==> src/design/tdwq_pkg.sv <==
package tdwq_pkg;

    localparam int QUEUE_DEPTH = 32;
    localparam int MAX_RESULTS = 32;
    localparam int QW          = $clog2(QUEUE_DEPTH);
    localparam int CW          = $clog2(MAX_RESULTS + 1);
    localparam int TASK_W      = 8;
    localparam int TIME_W      = 32;
    localparam int ENTRY_W     = TIME_W + TASK_W;

    localparam logic [1:0] CMD_TICK  = 2'd0;
    localparam logic [1:0] CMD_TIME  = 2'd1;
    localparam logic [1:0] CMD_DELAY = 2'd2;
    localparam logic [1:0] CMD_UNTIL = 2'd3;

    localparam logic [1:0] ST_OK   = 2'd0;
    localparam logic [1:0] ST_PAST = 2'd1;
    localparam logic [1:0] ST_TIME = 2'd2;
    localparam logic [1:0] ST_FULL = 2'd3;

    typedef struct packed {
        logic [TIME_W-1:0] wake;
        logic [TASK_W-1:0] task_id;
    } entry_t;

    function automatic logic s_less(input logic [TIME_W-1:0] a, input logic [TIME_W-1:0] b);
        s_less = $signed(a) < $signed(b);
    endfunction

endpackage

==> src/design/tdwq_ram.sv <==
module tdwq_ram #(
    parameter int DEPTH = 32,
    parameter int WIDTH = 40
) (
    input  logic                     clk,
    input  logic                     wr_en,
    input  logic [$clog2(DEPTH)-1:0] wr_addr,
    input  logic [WIDTH-1:0]         wr_data,
    input  logic [$clog2(DEPTH)-1:0] rd_addr,
    output logic [WIDTH-1:0]         rd_data
);

    logic [WIDTH-1:0] mem [DEPTH];

    always_ff @(posedge clk)
    begin
        if (wr_en)
        begin
            mem[wr_addr] <= wr_data;
        end
        rd_data <= mem[rd_addr];
    end

endmodule

==> src/design/tick_delay_wakeup_queue.sv <==
// Replies: time goes IDLE, EMIT, output register; immediate delay goes IDLE, DLY, EMIT.
// Tick: each wake takes one scan of the queue memory through the single read port;
// a tick waking k tasks makes k+1 scans, and EMIT waits while the output is not free.
// Throughput: one word at a time; a new word is taken once the previous is done.
// Reset: counter zero, queue empty (valid flops cleared), no clearing pass.
module tick_delay_wakeup_queue
    import tdwq_pkg::*;
(
    input  logic        clk,
    input  logic        rst_n,
    input  logic        s_axis_tvalid,
    output logic        s_axis_tready,
    input  logic [39:0] s_axis_tdata,   // task_req[7:0], ticks[39:8]
    input  logic [1:0]  s_axis_tuser,   // cmd[1:0]
    output logic        m_axis_tvalid,
    input  logic        m_axis_tready,
    output logic [39:0] m_axis_tdata,   // reply_task[7:0], time_value[39:8]
    output logic [1:0]  m_axis_tuser,   // status[1:0]
    output logic        m_axis_tlast
);

    localparam logic [2:0] S_IDLE   = 3'd0;
    localparam logic [2:0] S_DLY    = 3'd1;
    localparam logic [2:0] S_SCAN   = 3'd2;
    localparam logic [2:0] S_DECIDE = 3'd3;
    localparam logic [2:0] S_EMIT   = 3'd4;

    logic [2:0]             state_reg;
    logic [2:0]             ret_reg;
    logic [TIME_W-1:0]      now_reg;
    logic [QUEUE_DEPTH-1:0] valid_reg;
    logic [TIME_W-1:0]      when_reg;
    logic [TASK_W-1:0]      task_reg;

    logic [QW-1:0]          scan_addr_reg;
    logic                   scan_on_reg;
    logic                   rd_pend_reg;
    logic [QW-1:0]          rd_idx_reg;
    logic                   best_v_reg;
    logic [QW-1:0]          best_idx_reg;
    entry_t                 best_reg;
    logic                   pend_v_reg;
    logic [TASK_W-1:0]      pend_task_reg;
    logic [CW-1:0]          count_reg;

    logic [TASK_W-1:0]      res_task_reg;
    logic [1:0]             res_status_reg;
    logic                   res_last_reg;

    logic                   out_v_reg;
    logic [39:0]            out_data_reg;
    logic [1:0]             out_user_reg;
    logic                   out_last_reg;

    logic                   wr_en;
    logic [QW-1:0]          wr_addr;
    entry_t                 rd_ent;
    logic [ENTRY_W-1:0]     rd_raw;
    logic                   have_free;
    logic [QW-1:0]          free_idx;
    logic                   better;
    logic                   due;
    logic                   out_free;

    tdwq_ram #(.DEPTH(QUEUE_DEPTH), .WIDTH(ENTRY_W)) u_ram (
        .clk     (clk),
        .wr_en   (wr_en),
        .wr_addr (wr_addr),
        .wr_data ({when_reg, task_reg}),
        .rd_addr (scan_addr_reg),
        .rd_data (rd_raw)
    );

    assign rd_ent = entry_t'(rd_raw);

    always_comb
    begin
        have_free = 1'b0;
        free_idx  = '0;
        for (int i = QUEUE_DEPTH - 1; i >= 0; i--)
        begin
            if (!valid_reg[i])
            begin
                have_free = 1'b1;
                free_idx  = QW'(i);
            end
        end
    end

    assign wr_en   = (state_reg == S_DLY) && s_less(now_reg, when_reg) && have_free;
    assign wr_addr = free_idx;

    assign better = !best_v_reg || s_less(rd_ent.wake, best_reg.wake)
                    || (rd_ent.wake == best_reg.wake && rd_ent.task_id < best_reg.task_id);
    assign due    = best_v_reg && !s_less(now_reg, best_reg.wake)
                    && (count_reg < CW'(MAX_RESULTS));
    assign out_free = !out_v_reg || m_axis_tready;

    assign s_axis_tready = (state_reg == S_IDLE);
    assign m_axis_tvalid = out_v_reg;
    assign m_axis_tdata  = out_data_reg;
    assign m_axis_tuser  = out_user_reg;
    assign m_axis_tlast  = out_last_reg;

    always_ff @(posedge clk or negedge rst_n)
    begin
        if (!rst_n)
        begin
            state_reg     <= S_IDLE;
            ret_reg       <= S_IDLE;
            now_reg       <= '0;
            valid_reg     <= '0;
            scan_on_reg   <= 1'b0;
            rd_pend_reg   <= 1'b0;
            best_v_reg    <= 1'b0;
            pend_v_reg    <= 1'b0;
            count_reg     <= '0;
            out_v_reg     <= 1'b0;
            scan_addr_reg <= '0;
        end
        else
        begin
            if (out_v_reg && m_axis_tready && state_reg != S_EMIT)
            begin
                out_v_reg <= 1'b0;
            end
            unique case (state_reg)
                S_IDLE:
                begin
                    if (s_axis_tvalid)
                    begin
                        task_reg <= s_axis_tdata[7:0];
                        unique case (s_axis_tuser)
                            CMD_TICK:
                            begin
                                now_reg       <= now_reg + 1'b1;
                                count_reg     <= '0;
                                pend_v_reg    <= 1'b0;
                                best_v_reg    <= 1'b0;
                                scan_addr_reg <= '0;
                                scan_on_reg   <= 1'b1;
                                rd_pend_reg   <= 1'b0;
                                state_reg     <= S_SCAN;
                            end
                            CMD_TIME:
                            begin
                                res_task_reg   <= s_axis_tdata[7:0];
                                res_status_reg <= ST_TIME;
                                res_last_reg   <= 1'b1;
                                ret_reg        <= S_IDLE;
                                state_reg      <= S_EMIT;
                            end
                            CMD_DELAY:
                            begin
                                when_reg  <= now_reg + s_axis_tdata[39:8];
                                state_reg <= S_DLY;
                            end
                            CMD_UNTIL:
                            begin
                                when_reg  <= s_axis_tdata[39:8];
                                state_reg <= S_DLY;
                            end
                            default: ;
                        endcase
                    end
                end
                S_DLY:
                begin
                    res_task_reg <= task_reg;
                    res_last_reg <= 1'b1;
                    ret_reg      <= S_IDLE;
                    if (s_less(now_reg, when_reg))
                    begin
                        if (have_free)
                        begin
                            valid_reg[free_idx] <= 1'b1;
                            state_reg           <= S_IDLE;
                        end
                        else
                        begin
                            res_status_reg <= ST_FULL;
                            state_reg      <= S_EMIT;
                        end
                    end
                    else
                    begin
                        res_status_reg <= (when_reg == now_reg) ? ST_OK : ST_PAST;
                        state_reg      <= S_EMIT;
                    end
                end
                S_SCAN:
                begin
                    rd_pend_reg <= scan_on_reg;
                    rd_idx_reg  <= scan_addr_reg;
                    if (scan_on_reg)
                    begin
                        if (scan_addr_reg == QW'(QUEUE_DEPTH - 1))
                        begin
                            scan_on_reg <= 1'b0;
                        end
                        else
                        begin
                            scan_addr_reg <= scan_addr_reg + 1'b1;
                        end
                    end
                    if (rd_pend_reg && valid_reg[rd_idx_reg] && better)
                    begin
                        best_v_reg   <= 1'b1;
                        best_idx_reg <= rd_idx_reg;
                        best_reg     <= rd_ent;
                    end
                    if (!scan_on_reg && rd_pend_reg)
                    begin
                        state_reg <= S_DECIDE;
                    end
                end
                S_DECIDE:
                begin
                    scan_addr_reg <= '0;
                    scan_on_reg   <= 1'b1;
                    rd_pend_reg   <= 1'b0;
                    best_v_reg    <= 1'b0;
                    res_task_reg   <= pend_task_reg;
                    res_status_reg <= ST_OK;
                    if (due)
                    begin
                        valid_reg[best_idx_reg] <= 1'b0;
                        pend_v_reg    <= 1'b1;
                        pend_task_reg <= best_reg.task_id;
                        count_reg     <= count_reg + 1'b1;
                        res_last_reg  <= 1'b0;
                        ret_reg       <= S_SCAN;
                        state_reg     <= pend_v_reg ? S_EMIT : S_SCAN;
                    end
                    else
                    begin
                        scan_on_reg  <= 1'b0;
                        res_last_reg <= 1'b1;
                        ret_reg      <= S_IDLE;
                        state_reg    <= pend_v_reg ? S_EMIT : S_IDLE;
                    end
                end
                S_EMIT:
                begin
                    if (out_free)
                    begin
                        out_v_reg    <= 1'b1;
                        out_data_reg <= {now_reg, res_task_reg};
                        out_user_reg <= res_status_reg;
                        out_last_reg <= res_last_reg;
                        state_reg    <= ret_reg;
                    end
                end
                default:
                begin
                    state_reg <= S_IDLE;
                end
            endcase
        end
    end

    a_count_bound: assert property (@(posedge clk) disable iff (!rst_n)
        count_reg <= CW'(MAX_RESULTS))
        else $error("wake count over limit");

    a_no_write_in_scan: assert property (@(posedge clk) disable iff (!rst_n)
        (state_reg == S_SCAN || state_reg == S_DECIDE) |-> !wr_en)
        else $error("queue write during scan");

    a_woken_cleared: assert property (@(posedge clk) disable iff (!rst_n)
        (state_reg == S_DECIDE && due) |=> !valid_reg[$past(best_idx_reg)])
        else $error("woken entry still valid");

    a_emit_has_out: assert property (@(posedge clk) disable iff (!rst_n)
        (state_reg == S_EMIT && out_free) |=> out_v_reg)
        else $error("reply word lost");

endmodule

==> config.mk <==
export PLATFORM = sky130hd
export DESIGN_NAME = tick_delay_wakeup_queue
export DESIGN_NICKNAME = d
export VERILOG_FILES = /design/src/design/tdwq_pkg.sv /design/src/design/tdwq_ram.sv /design/src/design/tick_delay_wakeup_queue.sv
export SDC_FILE = /design/constraint.sdc
export NUM_CORES = 2
export LEC_CHECK = 0
export ABC_AREA = 1
export CAP_MARGIN = 20
export CORE_ASPECT_RATIO = 0.7
export CORE_UTILIZATION = 45
export DETAILED_ROUTE_END_ITERATION = 12
export DONT_BUFFER_PORTS = 1
export HOLD_SLACK_MARGIN = 0.05
export PLACE_DENSITY = 0.7
export SLEW_MARGIN = 20
export SYNTH_ARGS = -nofsm -noshare
export SYNTH_HDL_FRONTEND = slang
export SYNTH_SLANG_ARGS = --single-unit
export TNS_END_PERCENT = 1
==> constraint.sdc <==
create_clock -name clk -period 4.9 [get_ports clk]
set_input_delay 0.245 -clock clk [delete_from_list [all_inputs] [get_ports clk]]
set_output_delay 0.245 -clock clk [all_outputs]
set_load 0.01 [all_outputs]
==> flow_summary_export.csv <==
group,metric,value,unit
setup_path,path_common_cell,"nand2_1",
detailed_routing,wl,182000,um
grt,grt_pass1_vias,40410,
yosys,syn_area,64100,sq um
yosys,synth-xor-area-share,0.765,%
run_status,status,"finished, final reports clean",
placement,dpl.cell_count,6942,
clock_network,h-tree-depth,4,
clock_network,clk_pin_slew,60,ps
detailed_routing,drc,0,
yosys,synth_top_family_by_area,"compound AO/OA/AOI/OAI gates",
yosys,synth_area_leaders,"edfxtp_1, o21ai_0, nor2_1",
yosys,synth_mux_area_share,0,%
pwr,power,0.0371,W
yosys,synth_area_per_cell,12.3,sq um
detailed_routing,drtAntennaViolNets,0,
clock_network,cts_tree,"done",
die,rows,115,
setup_path,crit_chain,"ha_1 > nand2_1 > nor4_1 > nand2_1 > nor4_2 > nand2_1 > o2111ai_1 > xor2_1 > nand3_2 > inv_1 > nand2_1 > nor2_4 > buf_4",
yosys,netlist_instances,5197,
timing,drv_slew,0,
setup_path,start_kind,"flop",
yosys,synth-warning-count,0,
pwr,ir_drop,0.468,mV
cells_and_area,final_cell_mix,"edfxtp_1, nor2_1, o21ai_0",
die,die_h,318,um
clock_network,cts_sinks,1556,
cells_and_area,fin_area,72400,sq um
placement,port_buffers,0,
timing,setup_viol,0,
timing,skew,36.8,ps
clock_network,cts_buffers,140,
placement,gp_congestion,0.948,
yosys,synth_fa_ha_area_share,2.71,%
cells_and_area,final_util,51.4,%
grt,track_usage,25.0,%
die,start_util,45.5,%
setup_path,crit_type,"flop to flop",
detailed_routing,wl_per_cell,25.1,um
die,chipWidth,453,um
grt,gr-total-overflow,0,
detailed_routing,vias,43277,
timing,hold_viol,0,
cells_and_area,final_nets,5449,
yosys,dominantRegCellSynth,"edfxtp_1",
timing,slew_headroom,27.8,%
hold_path,hp-class,"primary input to flop",
detailed_routing,viasPerCell,5.97,
pwr,p_per_area,513,nW/um^2
setup_path,arrival,4940,ps
timing,worstMarginPinSlew,1080,ps
detailed_routing,first_pass_iters,8,
cells_and_area,final_common_cell,"edfxtp_1",
placement,dpl.hpwl,113000,um
setup_path,cp_max_fo,17,
pwr,leakagePower,24.9,nW
timing,clock.fmax,223,MHz
cells_and_area,top_register,"u_ram.mem",
timing,fin_crit,4480,ps
yosys,synth_fp_nets,5381,
grt,grt_pass1_wl,267000,um
yosys,synth_edf_count,1432,
yosys,netlist.area_leader.share,67.1,%
setup_path,required,5360,ps
yosys,yosys.area_share.simple,9.28,%
cells_and_area,stdcell_count,7253,
yosys,yosysTopAreaCell,"edfxtp_1",
cells_and_area,largest_register_ffs,1280,
clock_network,ctsLongestPathBuffers,3,
die,die_area,144000,sq um
timing,rsz0062_at_grt,"false",
job,maxCapViolCount,0,
grt,antenna_found_initial,13,
setup_path,end_kind,"flop",
clock_network,clockRootBuffer,"clkbuf_16",
timing,setup_tns,0,ps
cells_and_area,synthToLayoutAreaGrowth,12.9,%
clock_network,post_cts.repair.setup_buffers,0,
yosys,ys_seq_area_share,71.6,%
setup_path,cpMaxStageDelayCell,"dfrtp_1",
clock_network,worstSkewPairLatency,800,ps
yosys,netlist-cell-type-count,58,
yosys,synth-compound-area-share,12.7,%
placement,placed_area,67300,sq um
grt,grt_max_degree,157,
die,io_pins,91,
cells_and_area,drive_gt1_share,8.56,%
yosys,ys_seq_elements,1556,
yosys,ys_async_sr_fraction,5.40,%
setup_path,worst_path_largest_cell_delay,490,ps
die,core,141000,sq um
timing,period_share,91.4,%
detailed_routing,drtIter0Drc,6613,
cells_and_area,fillers,11700,
==> metal layers <==
layer / track usage, % / part of all wire, %
met4: 5.96 / 1.8
met5: 1.03 / 0.14
met2: 33.0 / 40
met3: 10.6 / 16
met1: 37.5 / 42
==> cell type report <==
class                           count  area [sq um]  share of cell area, %
Antenna cell                        5          12.5                 0.0173
Clock buffer                      179          3740                   5.17
Clock inverter                     74           726                   1.00
Inverter                          206           793                   1.10
Multi-Input combinational cell   3142         16500                   22.8
Sequential cell                  1556         45900                   63.5
Tap cell                         1872          2340                   3.24
Timing Repair Buffer              219          2340                   3.24
==> stage by stage <==
step | setup WS (ps) | hold slack (ps)
after global routing | 154 | 130
after detailed placement | 336 | -47.0
after CTS | 244 | 52.6
after global placement | 352 | -47.6
after floorplan | -10.9 | -50.6
final | 421 | 104
==> report_power, final <==
group / internal, W / switching, W / total, W
clock: 0.00599 / 0.00501 / 0.0110
combinational: 0.00268 / 0.00775 / 0.0104
sequential: 0.0152 / 0.000476 / 0.0157
total: 0.0239 / 0.0132 / 0.0371
==> synth_stat cells, types with 40 or more instances <==
| master | number |
|---|---|
| nand2_1 | 386 |
| dfrtp_1 | 84 |
| nand3_1 | 65 |
| edfxtp_1 | 1432 |
| nor2_1 | 935 |
| ha_1 | 137 |
| clkbuf_1 | 278 |
| inv_1 | 196 |
| o22ai_1 | 390 |
| a21oi_1 | 108 |
| o21ai_0 | 893 |
| dfxtp_1 | 40 |
==> cells by family after synthesis <==
group,after synthesis
AO/OA/AOI/OAI,1476
flip-flops,1556
AND/OR/NAND/NOR,1472
adder cells (fa/ha/maj),138
buffers and inverters,499
XOR/XNOR,56
==> worst max-delay path, delay by kind of cell, from the launching register on <==
family / cells / cell delay [ps]
and+or+nand+nor: 8 / 2020
buffers and inverters: 2 / 690
DFF: 1 / 490
xor gates and xnor gates: 1 / 430
adders and majority gates: 1 / 350
AOI/OAI and AO/OA: 1 / 140
==> repair_timing <==
item	4_1_cts	5_1_grt
gates resized for setup	0	1
hold endpoints to repair	202	0
setup endpoints to repair	0	18
hold buffers	53	0
==> worst paths after layout <==
path                                   from  slack, ps  depth (start not counted)               end
max                             now_reg[19]        420                         13  u_ram.mem[0][26]
max in group asynchronous             rst_n       3890                          4       now_reg[23]
min reg2reg                 res_task_reg[0]        420                          0   m_axis_tdata[0]
min                        s_axis_tdata[15]        100                          5       when_reg[9]
min in group asynchronous             rst_n        560                          3     m_axis_tvalid
max reg2reg                     now_reg[19]        420                         13  u_ram.mem[0][26]
(Power assumes the default switching activity.)
